File: src/design/bdma_pkg.sv
// shared types and constants for the bus dma channel register block
package bdma_pkg;

  typedef enum logic [1:0] {
    OP_READ  = 2'd0,
    OP_WRITE = 2'd1,
    OP_TICK  = 2'd2
  } op_t;

  typedef enum logic [2:0] {
    R_STAG = 3'd0,
    R_STAR = 3'd1,
    R_LEN  = 3'd2,
    R_DIR  = 3'd3,
    R_TSEL = 3'd4,
    R_EN   = 3'd5,
    R_ST   = 3'd6,
    R_SUSP = 3'd7
  } reg_t;

  localparam logic [31:0] ADDR_MASK   = 32'h1FFF_FFE0;
  localparam logic [31:0] ID_VALUE    = 32'h0000_0012;
  localparam logic [5:0]  ID_WORD     = 6'd32;
  localparam logic [5:0]  GEN_BASE    = 6'd33;
  localparam int          GEN_WORDS   = 31;
  localparam int          MAX_CHAN    = 4;
  localparam int          FAST_LIMIT  = 512;

  typedef struct packed {
    op_t         operation;
    logic [7:0]  reg_offset;
    logic [31:0] write_value;
  } in_item_t;

  typedef struct packed {
    logic [31:0] read_data;
    logic [3:0]  done_irq_mask;
    logic        error_irq;
    logic        xfer_valid;
    logic [31:0] xfer_source;
    logic [31:0] xfer_target;
    logic [30:0] xfer_length;
  } out_item_t;

  typedef struct packed {
    logic        wr_sel;
    logic        tick;
    reg_t        offs;
    logic [31:0] value;
  } chan_req_t;

  typedef struct packed {
    logic [31:0] rd_word;
    logic        done;
    logic        err;
    logic        xfer_valid;
    logic [31:0] src;
    logic [31:0] dst;
    logic [30:0] len;
  } chan_rsp_t;

endpackage

File: src/design/bdma_chan.sv
// one dma channel: its registers, start checks and finish countdown
module bdma_chan import bdma_pkg::*; #(
  parameter int TICKS_PER_BYTE = 4
) (
  input  logic      clk,
  input  logic      rst_n,
  input  chan_req_t req,
  output chan_rsp_t rsp
);

  localparam int CNT_W = 31 + $clog2(TICKS_PER_BYTE + 1);

  logic [31:0]      stag_r, stag_nxt;
  logic [31:0]      star_r, star_nxt;
  logic             len_hi_r, len_hi_nxt;
  logic [28:0]      len_lo_r, len_lo_nxt;
  logic             dir_r, dir_nxt;
  logic             tsel_r, tsel_nxt;
  logic             en_r, en_nxt;
  logic             st_r, st_nxt;
  logic             stop_r, stop_nxt;
  logic             susp_r, susp_nxt;
  logic [CNT_W-1:0] cnt_r, cnt_nxt;

  logic [31:0]      len_word;
  logic [CNT_W-1:0] ticks;
  logic             start_go;
  logic             region_ok;
  logic             launch;
  logic             refuse;
  logic             fast;
  logic             cnt_hit;
  logic             finish;
  logic [31:0]      rd_word;

  assign len_word  = {3'b000, len_lo_r};
  assign ticks     = CNT_W'(len_word) * CNT_W'(TICKS_PER_BYTE);
  assign fast      = ticks <= CNT_W'(FAST_LIMIT);
  assign start_go  = req.wr_sel && (req.offs == R_ST) && req.value[0] && !st_r && en_r;
  assign region_ok = ((star_r[28:26] == 3'd3) || (star_r[28:26] == 3'd1))
                  && ((stag_r[28:26] == 3'd0) || (stag_r[28:26] == 3'd3))
                  && (len_lo_r != '0);
  assign launch    = start_go && region_ok;
  assign refuse    = start_go && !region_ok;
  assign cnt_hit   = req.tick && (cnt_r == CNT_W'(1));
  assign finish    = (launch && fast) || cnt_hit;

  always_comb begin
    stag_nxt   = stag_r;
    star_nxt   = star_r;
    len_hi_nxt = len_hi_r;
    len_lo_nxt = len_lo_r;
    dir_nxt    = dir_r;
    tsel_nxt   = tsel_r;
    en_nxt     = en_r;
    st_nxt     = st_r;
    stop_nxt   = stop_r;
    susp_nxt   = susp_r;
    cnt_nxt    = cnt_r;

    if (req.wr_sel) begin
      unique case (req.offs)
        R_STAG: stag_nxt = req.value & ADDR_MASK;
        R_STAR: star_nxt = req.value & ADDR_MASK;
        R_LEN: begin
          len_hi_nxt = req.value[31];
          len_lo_nxt = req.value[28:0];
        end
        R_DIR:  dir_nxt  = req.value[0];
        R_TSEL: tsel_nxt = req.value[0];
        R_EN:   en_nxt   = req.value[0];
        R_ST:   st_nxt   = st_r;
        R_SUSP: susp_nxt = req.value[0];
      endcase
    end

    if (refuse) begin
      st_nxt = 1'b0;
      en_nxt = 1'b0;
    end
    if (launch) begin
      st_nxt   = 1'b1;
      stop_nxt = 1'b0;
      if (!fast) begin
        cnt_nxt = ticks;
      end
    end
    if (req.tick && (cnt_r != '0)) begin
      cnt_nxt = cnt_r - CNT_W'(1);
    end

    if (finish) begin
      if (len_hi_r) begin
        en_nxt = 1'b0;
      end
      star_nxt   = star_r + len_word;
      stag_nxt   = stag_r + len_word;
      len_hi_nxt = 1'b0;
      len_lo_nxt = '0;
      st_nxt     = 1'b0;
      stop_nxt   = 1'b1;
    end
  end

  always_ff @(posedge clk) begin
    if (!rst_n) begin
      stag_r   <= '0;
      star_r   <= '0;
      len_hi_r <= 1'b0;
      len_lo_r <= '0;
      dir_r    <= 1'b0;
      tsel_r   <= 1'b0;
      en_r     <= 1'b0;
      st_r     <= 1'b0;
      stop_r   <= 1'b1;
      susp_r   <= 1'b0;
      cnt_r    <= '0;
    end else begin
      stag_r   <= stag_nxt;
      star_r   <= star_nxt;
      len_hi_r <= len_hi_nxt;
      len_lo_r <= len_lo_nxt;
      dir_r    <= dir_nxt;
      tsel_r   <= tsel_nxt;
      en_r     <= en_nxt;
      st_r     <= st_nxt;
      stop_r   <= stop_nxt;
      susp_r   <= susp_nxt;
      cnt_r    <= cnt_nxt;
    end
  end

  always_comb begin
    unique case (req.offs)
      R_STAG: rd_word = stag_r;
      R_STAR: rd_word = star_r;
      R_LEN:  rd_word = {len_hi_r, 2'b00, len_lo_r};
      R_DIR:  rd_word = {31'd0, dir_r};
      R_TSEL: rd_word = {31'd0, tsel_r};
      R_EN:   rd_word = {31'd0, en_r};
      R_ST:   rd_word = {31'd0, st_r};
      R_SUSP: rd_word = {27'd0, stop_r, 3'b000, susp_r};
    endcase
  end

  assign rsp.rd_word    = rd_word;
  assign rsp.done       = finish;
  assign rsp.err        = refuse;
  assign rsp.xfer_valid = launch;
  assign rsp.src        = launch ? (dir_r ? stag_r : star_r) : '0;
  assign rsp.dst        = launch ? (dir_r ? star_r : stag_r) : '0;
  assign rsp.len        = launch ? {2'b00, len_lo_r} : '0;

endmodule

File: src/design/bus_dma_channel_registers.sv
// top level of the bus dma channel register block
// an accepted item is held in s1_item_r, then its result is registered in out_item_r
// throughput: one item per cycle while out_stall is low, single pass between input and result registers
// a tick that ends a countdown and a short start both finish inside that same item
// reset: synchronous active low; channel registers zero with the stopped bit set,
// countdowns idle, general storage zero, id word fixed
module bus_dma_channel_registers import bdma_pkg::*; #(
  parameter int CHANNELS       = 4,
  parameter int TICKS_PER_BYTE = 4
) (
  input  logic      clk,
  input  logic      rst_n,
  input  logic      in_valid,
  output logic      in_stall,
  input  in_item_t  in_item,
  output logic      out_valid,
  input  logic      out_stall,
  output out_item_t out_item
);

  logic        s1_valid_r, s1_valid_nxt;
  in_item_t    s1_item_r;
  logic        out_valid_r, out_valid_nxt;
  out_item_t   out_item_r, out_item_nxt;
  logic [31:0] gen_r [GEN_WORDS];

  logic        move;
  logic        accept;
  logic        fire;
  logic [5:0]  word;
  logic [1:0]  ch_idx;
  logic        in_chan;
  logic        ch_ok;
  logic [4:0]  gen_idx;
  logic [5:0]  gen_diff;
  logic        is_wr;
  logic        gen_wr;

  chan_req_t   req [MAX_CHAN];
  chan_rsp_t   rsp [MAX_CHAN];

  assign move     = !out_valid_r || !out_stall;
  assign in_stall = s1_valid_r && !move;
  assign accept   = in_valid && !in_stall;
  assign fire     = s1_valid_r && move;

  assign word     = s1_item_r.reg_offset[7:2];
  assign ch_idx   = word[4:3];
  assign in_chan  = !word[5];
  assign ch_ok    = {1'b0, ch_idx} < 3'(CHANNELS);
  assign gen_diff = word - GEN_BASE;
  assign gen_idx  = gen_diff[4:0];
  assign is_wr    = fire && (s1_item_r.operation == OP_WRITE);
  assign gen_wr   = is_wr && !in_chan && (word != ID_WORD);

  for (genvar c = 0; c < MAX_CHAN; c++) begin : g_chan
    if (c < CHANNELS) begin : g_live
      assign req[c].wr_sel = is_wr && in_chan && (ch_idx == 2'(c));
      assign req[c].tick   = fire && (s1_item_r.operation == OP_TICK);
      assign req[c].offs   = reg_t'(word[2:0]);
      assign req[c].value  = s1_item_r.write_value;

      bdma_chan #(
        .TICKS_PER_BYTE(TICKS_PER_BYTE)
      ) u_chan (
        .clk  (clk),
        .rst_n(rst_n),
        .req  (req[c]),
        .rsp  (rsp[c])
      );
    end else begin : g_absent
      assign req[c] = '0;
      assign rsp[c] = '0;
    end
  end

  always_comb begin
    out_item_nxt = '0;
    unique case (s1_item_r.operation)
      OP_READ: begin
        if (in_chan) begin
          out_item_nxt.read_data = ch_ok ? rsp[ch_idx].rd_word : '0;
        end else if (word == ID_WORD) begin
          out_item_nxt.read_data = ID_VALUE;
        end else begin
          out_item_nxt.read_data = gen_r[gen_idx];
        end
      end
      OP_WRITE, OP_TICK: begin
        for (int c = 0; c < MAX_CHAN; c++) begin
          out_item_nxt.done_irq_mask[c] = rsp[c].done;
          out_item_nxt.error_irq   = out_item_nxt.error_irq | rsp[c].err;
          out_item_nxt.xfer_valid  = out_item_nxt.xfer_valid | rsp[c].xfer_valid;
          out_item_nxt.xfer_source = out_item_nxt.xfer_source | rsp[c].src;
          out_item_nxt.xfer_target = out_item_nxt.xfer_target | rsp[c].dst;
          out_item_nxt.xfer_length = out_item_nxt.xfer_length | rsp[c].len;
        end
      end
      default: out_item_nxt = '0;
    endcase
  end

  always_comb begin
    s1_valid_nxt = s1_valid_r;
    if (accept) begin
      s1_valid_nxt = 1'b1;
    end else if (move) begin
      s1_valid_nxt = 1'b0;
    end
    out_valid_nxt = move ? fire : out_valid_r;
  end

  always_ff @(posedge clk) begin
    if (!rst_n) begin
      s1_valid_r  <= 1'b0;
      out_valid_r <= 1'b0;
    end else begin
      s1_valid_r  <= s1_valid_nxt;
      out_valid_r <= out_valid_nxt;
    end
  end

  always_ff @(posedge clk) begin
    if (accept) begin
      s1_item_r <= in_item;
    end
    if (fire) begin
      out_item_r <= out_item_nxt;
    end
  end

  always_ff @(posedge clk) begin
    if (!rst_n) begin
      for (int i = 0; i < GEN_WORDS; i++) begin
        gen_r[i] <= '0;
      end
    end else if (gen_wr) begin
      gen_r[gen_idx] <= s1_item_r.write_value;
    end
  end

  assign out_valid = out_valid_r;
  assign out_item  = out_item_r;

  a_fire_gives_result: assert property (@(posedge clk) disable iff (!rst_n)
    fire |=> out_valid_r)
    else $error("item in flight did not reach the result register");

  a_err_xfer_excl: assert property (@(posedge clk) disable iff (!rst_n)
    out_valid_r |-> !(out_item_r.error_irq && out_item_r.xfer_valid))
    else $error("start both refused and issued");

  a_xfer_len: assert property (@(posedge clk) disable iff (!rst_n)
    (out_valid_r && out_item_r.xfer_valid) |->
      (out_item_r.xfer_length != '0) && (out_item_r.read_data == '0))
    else $error("issued transfer with zero length or read data");

  a_done_range: assert property (@(posedge clk) disable iff (!rst_n)
    out_valid_r |-> ((out_item_r.done_irq_mask >> CHANNELS) == '0))
    else $error("done raised for a missing channel");

endmodule
File: config.mk
export PLATFORM = sky130hd
export DESIGN_NAME = bus_dma_channel_registers
export DESIGN_NICKNAME = d
export VERILOG_FILES = /design/src/design/bdma_pkg.sv /design/src/design/bdma_chan.sv /design/src/design/bus_dma_channel_registers.sv
export SDC_FILE = /design/constraint.sdc
export NUM_CORES = 2
export LEC_CHECK = 0
export BUFFER_PORTS_ARGS = -buffer_cell sky130_fd_sc_hd__buf_2
export CORE_ASPECT_RATIO = 1.4
export CORE_MARGIN = 3
export CORE_UTILIZATION = 25
export DETAILED_ROUTE_END_ITERATION = 7
export SLEW_MARGIN = 40
export SYNTH_ARGS = -nofsm -noshare
export SYNTH_HDL_FRONTEND = slang
export SYNTH_SLANG_ARGS = --single-unit
File: constraint.sdc
create_clock -name clk -period 9.01 [get_ports clk]
set_input_delay 1.802 -clock clk [delete_from_list [all_inputs] [get_ports clk]]
set_output_delay 1.802 -clock clk [all_outputs]
set_load 0.05 [all_outputs]
==> results.cfg <==
[die]
fp-row-count = 265
coreArea_um2 = 373000
start_util = 0.252
die_w_um = 524
io_pins = 181
dieHeight_um = 731
dieArea_um2 = 383000

[job]
drv_cap = 0

[placed_design]
place_hpwl_um = 251000
port_buffers = 176
placed_area_um2 = 102000
dp_cells = 13400
gp_congestion = 0.976

[yosys]
yosys.cell_count.top_type = edfxtp_1
ys_top_cells_by_area = edfxtp_1, dfxtp_1, mux4_2
ys.flop_type = edfxtp_1
yosysTopAreaCell = edfxtp_1
synth-compound-area-share = 0.140
synth_top_family_by_area = simple AND/OR/NAND/NOR gates
synth_edf_count = 1195
seq_area_frac_synth = 0.496
synth_top_cell_area_share = 0.382
synthCells = 8731
synth_common_cells = edfxtp_1, and2_1, nand2_1
async_flop_share = 0
yosysWarnings = 0
ys_seq_elements = 1733
syn_area_um2 = 94000
synth_mux_area_frac = 0.110
syn_avg_cell_area_um2 = 10.8
yosysUniqueCellTypes = 99
synth_simple_gate_area_frac = 0.168
synthXorXnorAreaFrac = 0.0179
synthAdderAreaFrac = 0.0354

[sta]
fin_skew_ns = 0.0981
slew_headroom = 0.244
final.setup.tns_ns = 0
slew_violations = 0
finalHoldViolCount = 0
clock.fmax_ghz = 0.179
period_needed_ns = 5.60
tightest_slew_ns = 1.13
finalSetupViolations = 0
timing.final.crit_share = 0.621
rsz0062_at_grt = false

[final_layout]
nets = 8972
regArea_um2 = 46700
syn_to_final_growth_pct = 15.2
fin_area_um2 = 108000
fill_cells = 38400
fin_cells = 13800
drive_above_1_share = 0.141
multiInputGateArea_um2 = 45400

[pwr]
power_density_nw_per_um2 = 199
max-vdd-ir-drop_mv = 0.175
power.leakage_nw = 38.5

[global_route]
grt_pass1_vias = 70600
track_usage = 0.181
grt_pass1_wl_um = 512000
grt_start_max_net_pins = 146
grt-ovfl-total = 0
antenna_found_initial = 28

[worst_setup_path]
cp-startpoint = req[33]
cp-end-kind = register
crit_cells = 13
slowest_stage = nor4_1
ff2ff_path_depth = 13
crit_end = out_item[128]
ff2ff_setup_slack_ns = 3.41
path_class = register to register
path_max_fanout = 24
crit_buf_inv = 3
critical-path-top-delay-family = simple AND/OR/NAND/NOR gates
rr_endpoint = out_item[128]
startpoint_type = register
r2r_start = req[33]
arrival_ns = 6.24
slowest_delay_ns = 0.81
worstPathCellList = inv_1 -> ha_1 -> nor3b_1 -> xnor2_2 -> buf_4 -> nor2_1 -> nand2_1 -> buf_4 -> o22ai_1 -> nor4_1 -> o21ai_0 -> o21ai_0 -> and2_1
required_ns = 9.65

[clock_network]
postCtsSetupRepairBufs = 0
path_clk_slew_ns = 0.07
worstSkewPairLatency_ns = 0.90
postCtsHoldBufs = 0
cts_resized = 0
cts_tree = done
numCtsBuffers = 194
cts_root_buffer = clkbuf_16
clock_sinks = 1733
htree_levels = 4
cts.path.max_buffers = 4

[route]
first_pass_iters = 7
drtIter0Drc = 8220
via_count = 73900
via_per_inst = 5.37
routed_wirelength_um = 361000
wl_met1_um = 131000
routedWlPerCell_um = 26.3
drc = 0
ant_nets = 0
highest_layer = met5
dr_wl_met2_um = 176000
wl_met3_um = 27300

[worst_hold_path]
hold_path.class = register to register

[run_status]
status = complete, no violations
-- cells by family after synthesis --
kind of cell | Yosys count
AOI/OAI and AO/OA | 2017
and+or+nand+nor | 3080
buffers and inverters | 780
DFF | 1733
adders and majority gates | 261
xor gates and xnor gates | 192
muxes | 667
other | 1
-- layout by cell type (no fill, tap or decap), types with 45 or more instances in the layout --
master	netlist	final
nand3_1	238	235
nor2_1	575	532
a21o_1	142	142
dfxtp_1	538	534
ha_1	253	251
a31oi_1	87	85
nand2b_1	59	56
o22ai_1	199	199
xnor2_1	132	129
nor4_1	63	60
a22oi_1	133	133
xor2_1	60	57
mux4_2	291	291
clkbuf_16	0	198
nor3_1	119	114
a311oi_1	97	97
buf_4	5	208
a211oi_1	124	124
mux2_2	48	48
nand2_1	736	728
o21ai_0	282	249
a221oi_1	100	93
nand4_1	45	45
and3_1	47	47
mux2i_1	328	328
edfxtp_1	1195	1195
o211ai_1	57	57
a21oi_1	564	562
inv_1	78	77
and2_1	1046	1045
buf_2	30	180
-- routing by layer --
metal  up-vias  global-route usage
li1      32600                   -
met1     36900               0.212
met2      3517               0.311
met3       927              0.0278
met4         4               0.105
met5         -                   0
-- registers in the layout, indices dropped and copies added, names as in the netlist, 35 cells and up --
name,flops
g_chan.g_live.u_chan.stag_r,128
out_item,131
g_chan.g_live.u_chan.star_r,128
gen_r,1024
g_chan.g_live.u_chan.len_lo_r,116
req,35
g_chan.g_live.u_chan.cnt_r,136
-- power breakdown --
| part | leakage, nW | internal [mW] | switching [mW] | total (mW) |
|---|---|---|---|---|
| logic | 18.8 | 1.32 | 2.85 | 4.17 |
| clock network | 3.11 | 4.74 | 3.42 | 8.16 |
| registers | 16.6 | 8.90 | 0.315 | 9.22 |
-- worst min path at each step --
| stage | from | endpoint | cells after the start |
|---|---|---|---|
| after floorplan | g_chan[1].g_live.u_chan.stop_r | g_chan[1].g_live.u_chan.stop_r | 1 |
| after CTS | g_chan[0].g_live.u_chan.stop_r | g_chan[0].g_live.u_chan.stop_r | 1 |
| after detailed placement | g_chan[3].g_live.u_chan.stop_r | g_chan[3].g_live.u_chan.stop_r | 1 |
| final | g_chan[3].g_live.u_chan.stop_r | g_chan[3].g_live.u_chan.stop_r | 1 |
| after global placement | g_chan[3].g_live.u_chan.stop_r | g_chan[3].g_live.u_chan.stop_r | 1 |
| after global routing | g_chan[0].g_live.u_chan.stop_r | g_chan[0].g_live.u_chan.stop_r | 1 |
-- cell type report --
cell class                      instances  area share
Antenna cell                            9    0.000208
Clock buffer                          242      0.0484
Clock inverter                        105      0.0100
Inverter                               79     0.00283
Multi-Input combinational cell       6221       0.419
Sequential cell                      1733       0.431
Tap cell                             4939      0.0571
Timing Repair Buffer                  436      0.0318
-- metrics by stage --
step                setup WS, ns  hold slack (ns)  utilization  total power [mW]
floorplan                   1.21            0.426            -              12.1
global placement            2.71            0.435        0.271              13.4
detailed placement          2.69            0.444        0.273              13.5
CTS                         3.37            0.459        0.290              21.6
global route                3.27            0.485        0.290              22.3
finish                      3.41            0.462        0.290              21.6
Power figures use the tool's default switching activity.
